**config.mk**
```make
export PLATFORM = sky130hd
export DESIGN_NAME = pipt_edge
export DESIGN_NICKNAME = d
export VERILOG_FILES = /design/src/rtl/core/pipt_pkg.sv /design/src/rtl/core/pipt_edge.sv
export SDC_FILE = /design/constraint.sdc
export NUM_CORES = 2
export LEC_CHECK = 0
export BUFFER_PORTS_ARGS = -buffer_cell sky130_fd_sc_hd__buf_2
export CELL_PAD_IN_SITES_DETAIL_PLACEMENT = 0
export CELL_PAD_IN_SITES_GLOBAL_PLACEMENT = 1
export CORE_MARGIN = 3
export CORE_UTILIZATION = 25
export CTS_CLUSTER_SIZE = 40
export DETAILED_ROUTE_END_ITERATION = 8
export GPL_ROUTABILITY_DRIVEN = 0
export PLACE_DENSITY_LB_ADDON = 0.1
export SLEW_MARGIN = 5
export SYNTH_ARGS = -nofsm -noshare
export SYNTH_HDL_FRONTEND = slang
export SYNTH_SLANG_ARGS = --single-unit
```
**constraint.sdc**
```tcl
create_clock -name clk -period 5.41 [get_ports clk]
set_input_delay 0.8115 -clock clk [delete_from_list [all_inputs] [get_ports clk]]
set_output_delay 0.8115 -clock clk [all_outputs]
set_load 0.005 [all_outputs]
```
**src/rtl/core/pipt_pkg.sv**
```systemverilog
// shared types, codes and helpers for the point in polygon test block
package pipt_pkg;

	localparam int COORD_W = 16;

	typedef logic signed [COORD_W-1:0] coord_t;
	typedef logic signed [COORD_W:0] diff_t;
	typedef logic signed [2*COORD_W+1:0] prod_t;
	typedef logic signed [2*COORD_W+2:0] cross_t;

	typedef struct packed {
		coord_t x;
		coord_t y;
	} vertex_t;

	typedef enum logic [1:0] {
		TURN_COL = 2'd0,
		TURN_POS = 2'd1,
		TURN_NEG = 2'd2
	} turn_t;

	typedef struct packed {
		logic act;
		logic meet;
		logic coll;
		logic onbox;
	} edge_res_t;

	localparam logic OP_LOAD  = 1'b0;
	localparam logic OP_QUERY = 1'b1;

	localparam logic REG_VERTEX_COUNT = 1'b0;
	localparam logic REG_RAY_END_X    = 1'b1;

	function automatic diff_t sub(coord_t u, coord_t w);
		return diff_t'(u) - diff_t'(w);
	endfunction

	// q within the span of u and w
	function automatic logic between(coord_t q, coord_t u, coord_t w);
		return (q <= u || q <= w) && (q >= u || q >= w);
	endfunction

	function automatic turn_t turn_of(cross_t v);
		turn_t t;
		if (v == '0) begin
			t = TURN_COL;
		end else if (v > 0) begin
			t = TURN_POS;
		end else begin
			t = TURN_NEG;
		end
		return t;
	endfunction

	// turn of -(d1 * d2) from operand signs alone
	function automatic turn_t turn_neg_prod(diff_t d1, diff_t d2);
		turn_t t;
		if (d1 == '0 || d2 == '0) begin
			t = TURN_COL;
		end else if (d1[COORD_W] != d2[COORD_W]) begin
			t = TURN_POS;
		end else begin
			t = TURN_NEG;
		end
		return t;
	endfunction

endpackage

```
**src/rtl/core/pipt_edge.sv**
```systemverilog
// two-stage edge against ray crossing test
module pipt_edge (
	input  logic                clk,
	input  logic                arst_n,
	input  logic                act,
	input  pipt_pkg::vertex_t   a,
	input  pipt_pkg::vertex_t   b,
	input  pipt_pkg::vertex_t   p,
	input  pipt_pkg::coord_t    ex,
	output pipt_pkg::edge_res_t res
);
	import pipt_pkg::*;

	logic  act_s1;
	prod_t m1_s1, m2_s1, m3_s1;
	turn_t t3_s1, t4_s1;
	logic  bp_s1, be_s1, ba_s1, bb_s1;
	edge_res_t res_s2;

	diff_t dby, dbx, pxb, pyb, exb, dxe, dya, dyb;
	turn_t t1, t2;
	logic  meet;

	always_comb begin
		dby = sub(b.y, a.y);
		dbx = sub(b.x, a.x);
		pxb = sub(p.x, b.x);
		pyb = sub(p.y, b.y);
		exb = sub(ex, b.x);
		dxe = sub(ex, p.x);
		dya = sub(a.y, p.y);
		dyb = sub(b.y, p.y);
	end

	always_ff @(posedge clk or negedge arst_n) begin
		if (!arst_n) begin
			act_s1 <= 1'b0;
		end else begin
			act_s1 <= act;
		end
	end

	always_ff @(posedge clk) begin
		m1_s1 <= dby * pxb;
		m2_s1 <= dbx * pyb;
		m3_s1 <= dby * exb;
		t3_s1 <= turn_neg_prod(dxe, dya);
		t4_s1 <= turn_neg_prod(dxe, dyb);
		bp_s1 <= between(p.x, a.x, b.x) && between(p.y, a.y, b.y);
		be_s1 <= between(ex, a.x, b.x) && between(p.y, a.y, b.y);
		ba_s1 <= between(a.x, p.x, ex) && (a.y == p.y);
		bb_s1 <= between(b.x, p.x, ex) && (b.y == p.y);
	end

	always_comb begin
		t1 = turn_of(cross_t'(m1_s1) - cross_t'(m2_s1));
		t2 = turn_of(cross_t'(m3_s1) - cross_t'(m2_s1));
		meet = (t1 != t2 && t3_s1 != t4_s1) ||
			(t1 == TURN_COL && bp_s1) || (t2 == TURN_COL && be_s1) ||
			(t3_s1 == TURN_COL && ba_s1) || (t4_s1 == TURN_COL && bb_s1);
	end

	always_ff @(posedge clk or negedge arst_n) begin
		if (!arst_n) begin
			res_s2 <= '0;
		end else begin
			res_s2.act   <= act_s1;
			res_s2.meet  <= meet;
			res_s2.coll  <= (t1 == TURN_COL);
			res_s2.onbox <= bp_s1;
		end
	end

	assign res = res_s2;

endmodule

```
# Yosys cells after proc, flatten, opt, wreduce, memory -nomap -nowiden
# Index checks and enable logic that the tools add are counted.
totals:
  ff_bits: 115
  inputBits: 115
  out_inout_bits: 4
  wordCells: 100
classes:
  add_sub_neg: 10
  multipliers: 3
  n_lt_le_gt_ge: 22
  eq_ne: 6
  mux: 6
  reduce_logical: 39
ops:
  columns: ["cell", "count"]
  rows:
  - [">= comparator 16 bit", 10]
  - ["less-or-equal comparator 16 bit", 10]
  - ["subtractor 16 x 16 -> 17 bit", 8]
  - ["multiplier 17 x 17 -> 34 bit", 3]
  - ["greater-than comparator 35 x 1 -> 1 bit (second input constant)", 2]
  - ["zero test 35 bit", 2]
  - ["subtractor 34 x 34 -> 35 bit", 2]
  - ["zero test 17 bit", 3]
  - ["equality test 16 bit", 2]
  - ["logical OR 1 bit", 16]
  - ["logical AND 1 bit", 14]
  - ["two-way mux 2 bit", 6]
  - ["zero test 2 bit", 4]
  - ["!= test 2 bit", 2]
  - ["!= test 1 bit", 2]

# Logic depth before layout (Yosys ltp)
depth:
  word_depth: 10
  mapped_depth: 41
  mapped_depth_nobuf: 40

# Least setup slack after synthesis
# Ideal clock, no wire load.
synth_path:
  path_kind: "input port to flip-flop"
  from: "input port b[0] (netlist bit)"
  to: "register m1_s1[33]"
  setup_ns: 0.118
  arrival_ns: 8.929
  t_required_ns: 5.292
  setup_slack_ns: -3.637
  cell_stages: 39
  n_path_buf: 1
  cell_sequence: "inv_1 ha_1 fa_1 nor2b_1 o21ai_0 nand2b_1 a21o_1 a21o_1 a21o_1 a21o_1 a31oi_1 nor2b_1 xnor2_1 clkbuf_1 nand2_1 fa_1 inv_1 fa_1 (+3 left out) fa_1 inv_1 fa_1 inv_1 fa_1 ha_1 o21a_1 o21ai_0 a21oi_1 or4_1 a21oi_1 o31ai_1 a211oi_1 o21bai_1 nand2_1 a21boi_1 o41a_1 xnor2_1"
synth_via:
  elab_chain_cells: 2
synth_rtl:
  columns: ["item", "line_no", "rtl"]
  rows:
  - ["start: declaration", "pipt_edge.sv:7", "input pipt_pkg::vertex_t b,"]
  - ["subtractor 16 x 16 -> 17 bit", "pipt_pkg.sv:36", "return diff_t'(u) - diff_t'(w);"]
  - ["multiplier 17 x 17 -> 34 bit", "pipt_edge.sv:44", "m1_s1 <= dby * pxb;"]
  - ["end signal: assignment", "pipt_edge.sv:44", null]
  - ["end: declaration", "pipt_edge.sv:15", "prod_t m1_s1, m2_s1, m3_s1;"]
# Every way passes these cells.
# A chain may end at the register's enable or synchronous reset.

# Worst setup path after layout
layout_path:
  from: "input port b[17] (netlist bit)"
  to: "register m2_s1[31]"
layout_via:
  elab_chain_cells: 2
layout_rtl:
  columns: ["item", "line_no", "rtl"]
  rows:
  - ["subtractor 16 x 16 -> 17 bit", "pipt_pkg.sv:36", null]
  - ["multiplier 17 x 17 -> 34 bit", "pipt_edge.sv:45", "m2_s1 <= dbx * pyb;"]
  - ["end signal: assignment", "pipt_edge.sv:45", null]
  - ["end: declaration", "pipt_edge.sv:15", null]
# Every way passes these cells.

==> results.sh <==
export IMPL_vias_per_cell=4.475
export IMPL_cp_slowest_cell="fa_1"
export IMPL_cts_made_buffers=17
export IMPL_ff2ff_setup_slack_ns=0.17
export IMPL_grt_max_degree=23
export IMPL_critPathMaxFanout=4
export IMPL_syn_nets=6695
export IMPL_async_reset_ff_share_pct=4.348
export IMPL_drc=0
export IMPL_fp_dieArea_mm2=0.1837
export IMPL_yosys_top_cells_area="fa_1 40%, ha_1 14%, inv_1 9.4%, dfxtp_1 4.9%, nand2_1 4.5%"
export IMPL_clock_skew_final_ns=0.03471
export IMPL_holdCritPathClass="in -> async"
export IMPL_cap_violations=0
export IMPL_slew_headroom_pct=27.51
export IMPL_end_kind="register"
export IMPL_cp_top_family="adder cells"
export IMPL_cp_common_cell="fa_1"
export IMPL_required_ns=5.78
export IMPL_yosysTopAreaCell="fa_1"
export IMPL_fp_row_count=154
export IMPL_grt_pass1_wl_mm=279.4
export IMPL_worst_setup_path_type="in -> reg"
export IMPL_dp_hpwl_mm=164.6
export IMPL_num_fill_cells=18690
export IMPL_grtUsageTotal_pct=20.57
export IMPL_tritoncts="built"
export IMPL_ys_seq_area_share_pct=5.213
export IMPL_regArea_mm2=0.002327
export IMPL_num_vias=39010
export IMPL_insertion_delay_ns=0.50
export IMPL_syn_area_per_cell_um2=8.580
export IMPL_r2r_start="m2_s1[8]$_DFF_P_"
export IMPL_hold_ws_ns=0.09941
export IMPL_status="finished, violations left"
export IMPL_drt_iter0_drc=1917
export IMPL_synth_seq_cells=115
export IMPL_max_slew_worst_pin_slew_ns=1.077
export IMPL_wl_per_cell_um=21.26
export IMPL_synth_ff_type="dfxtp_1"
export IMPL_synth_edf_count=0
export IMPL_fmax_mhz=117.8
export IMPL_pre_cts_ws_ns=-4.010
export IMPL_die_y_um=428.6
export IMPL_first_pass_iters=5
export IMPL_core_area_mm2=0.1769
export IMPL_io_buffers=118
export IMPL_cts_sink_count=115
export IMPL_cts_clk_slew_worst_paths_ns=0.09
export IMPL_startpoint_type="input port"
export IMPL_final_cell_mix="1042 x inv_1, 1001 x buf_4, 852 x fa_1, 499 x nand2_1, 468 x nor2_1"
export IMPL_yosys_warnings=0
export IMPL_final_max_slew_viol_count=0
export IMPL_synthCells=5203
export IMPL_rsz0062_at_grt="true"
export IMPL_overflow=0
export IMPL_synthDistinctLibCells=76
export IMPL_cp_depth=37
export IMPL_setup_viol=89
export IMPL_layout_drive_gt1_share_pct=28.78
export IMPL_postRouteWirelength_mm=185.3
export IMPL_multi_input_area_mm2=0.04057
export IMPL_ios=119
export IMPL_finalHoldViolCount=0
export IMPL_netlist_area_mm2=0.04464
export IMPL_r2r_worst_path_cells=16
export IMPL_grt_pass1_vias=43110
export IMPL_setup_ws_ns=-3.080
export IMPL_clk_path_buf_depth=2
export IMPL_antenna_found_initial=10
export IMPL_crit_buf_inv=9
export IMPL_critical_path_arrival_ns=8.86
export IMPL_max_stage_delay_ns=0.57
export IMPL_violations="setup timing"
export IMPL_post_route_min_period_ns=8.490
export IMPL_r2r_end="res[2]$_DFF_PN0_"
export IMPL_die_x_um=428.6
export IMPL_period_share_pct=156.9
export IMPL_initial_core_util_pct=25.24
export IMPL_hold_buffers=0
export IMPL_nNetsFinal=7854
export IMPL_final_common_cell="inv_1"
export IMPL_ant_nets=0
export IMPL_syn_to_final_growth_pct=36.68
export IMPL_clk_root_buffer_cell="clkbuf_16"
export IMPL_synth_top_cell_area_share_pct=40.05
export IMPL_htreeDepth=4
==> synthesized netlist by cell type (9+ instances only) <==
library cell  number
a2111oi_0         10
a211o_1           14
a211oi_1          22
a21boi_0          12
a21boi_1           9
a21o_1           102
a21oi_1          172
a31o_2            12
a31oi_1           28
and2_1            39
and3_1            33
clkbuf_1         117
dfxtp_1          110
fa_1             893
ha_1             484
inv_1           1118
mux2i_1           20
nand2_1          537
nand2b_1          94
nand3_1           43
nand4_1           37
nor2_1           505
nor2b_1           74
nor3_1            70
nor4_1            11
o2111ai_1         10
o211ai_1          16
o21a_1            44
o21ai_0          101
o21ai_1           22
o21bai_1          21
o31ai_1           10
or2_2             28
or3_1             17
xnor2_1          167
xor2_1            79
==> how the worst max path moves through the flow <==
stage	from	end	slack, ns
2_1_floorplan	b[17]	m1_s1[33]$_DFF_P_	-3.13
3_3_place_gp	b[16]	m2_s1[31]$_DFF_P_	-3.96
3_5_place_dp	b[16]	m2_s1[33]$_DFF_P_	-4.01
4_1_cts	b[17]	m2_s1[31]$_DFF_P_	-3.09
5_1_grt	b[17]	m2_s1[31]$_DFF_P_	-3.41
6_report	b[17]	m2_s1[31]$_DFF_P_	-3.08
==> metrics by stage <==
stage / std cells / utilization, % / TNS, ns / instance area (um^2)
2_1_floorplan: 5203 / - / -164.09 / 45780
3_3_place_gp: 8536 / 32.12 / -240.44 / 56810
3_5_place_dp: 8536 / 32.12 / -240.65 / 56810
4_1_cts: 8666 / 33.84 / -178.78 / 59860
5_1_grt: 8716 / 34.49 / -204.89 / 61010
6_report: 8716 / 34.49 / -182.73 / 61010
==> worst reg2reg max path: stages, from the launching register on <==
cell and delay (ns):
dfxtp_1 0.52, inv_1 0.16, ha_1 0.42, inv_2 0.06, a221oi_2 0.40, o2111ai_1 0.17, or4_1 0.58, or4_1 0.53
or4b_1 0.46, or4b_1 0.60, nor4_2 0.21, and4b_1 0.30, nand4_1 0.11, buf_4 0.20, a21oi_1 0.15, o21ai_1 0.09
buf_4 0.19
==> state kept, by name, summed over array words and instances (netlist names) <==
signal and count:
m3_s1 34, ba_s1 1, res 4, act_s1 1, m2_s1 34, bb_s1 1, t4_s1 2, be_s1 1
bp_s1 1, t3_s1 2, m1_s1 34
==> logic make-up (layout without fill, tap and decap cells) <==
family / count (synthesis) / after routing / synth area share [%]
compound gates: 669 / 669 / 9.866
buf+inv: 1241 / 2413 / 10.44
flops: 115 / 115 / 5.213
fa+ha+maj: 1377 / 1377 / 53.61
mux: 25 / 25 / 0.5746
other cells: 0 / 1 / 0
xor+xnor: 246 / 246 / 4.826
simple gates: 1530 / 1530 / 15.47
==> what timing repair did <==
action,CTS,global route
endpoints found under the setup margin,81,90
hold endpoints to repair,0,0
gates cloned,0,1
gates resized for setup,390,197
setup buffers,113,61
pin swaps,229,200
==> final cells by class <==
type                    instances  area share [%]
well taps                    2340           4.799
inverters                    1120           6.980
flip-flops and latches        115           3.814
clock inverters                12          0.2563
diodes                          1        0.004101
repair buffers               1261           16.93
clock buffers                  20          0.7157
multi-input cells            3847           66.50
==> routing by layer <==
layer	wire, um	track usage, %	up-vias
met4	3474	3.816	0
met1	85340	27.85	19860
met3	6252	1.971	91
met5	0	0	-
met2	90220	35.77	562
li1	-	-	18500
Power is left out: the tool's default activity adds up to more than one toggle a clock period on the data nets, which glitch-free logic cannot reach.
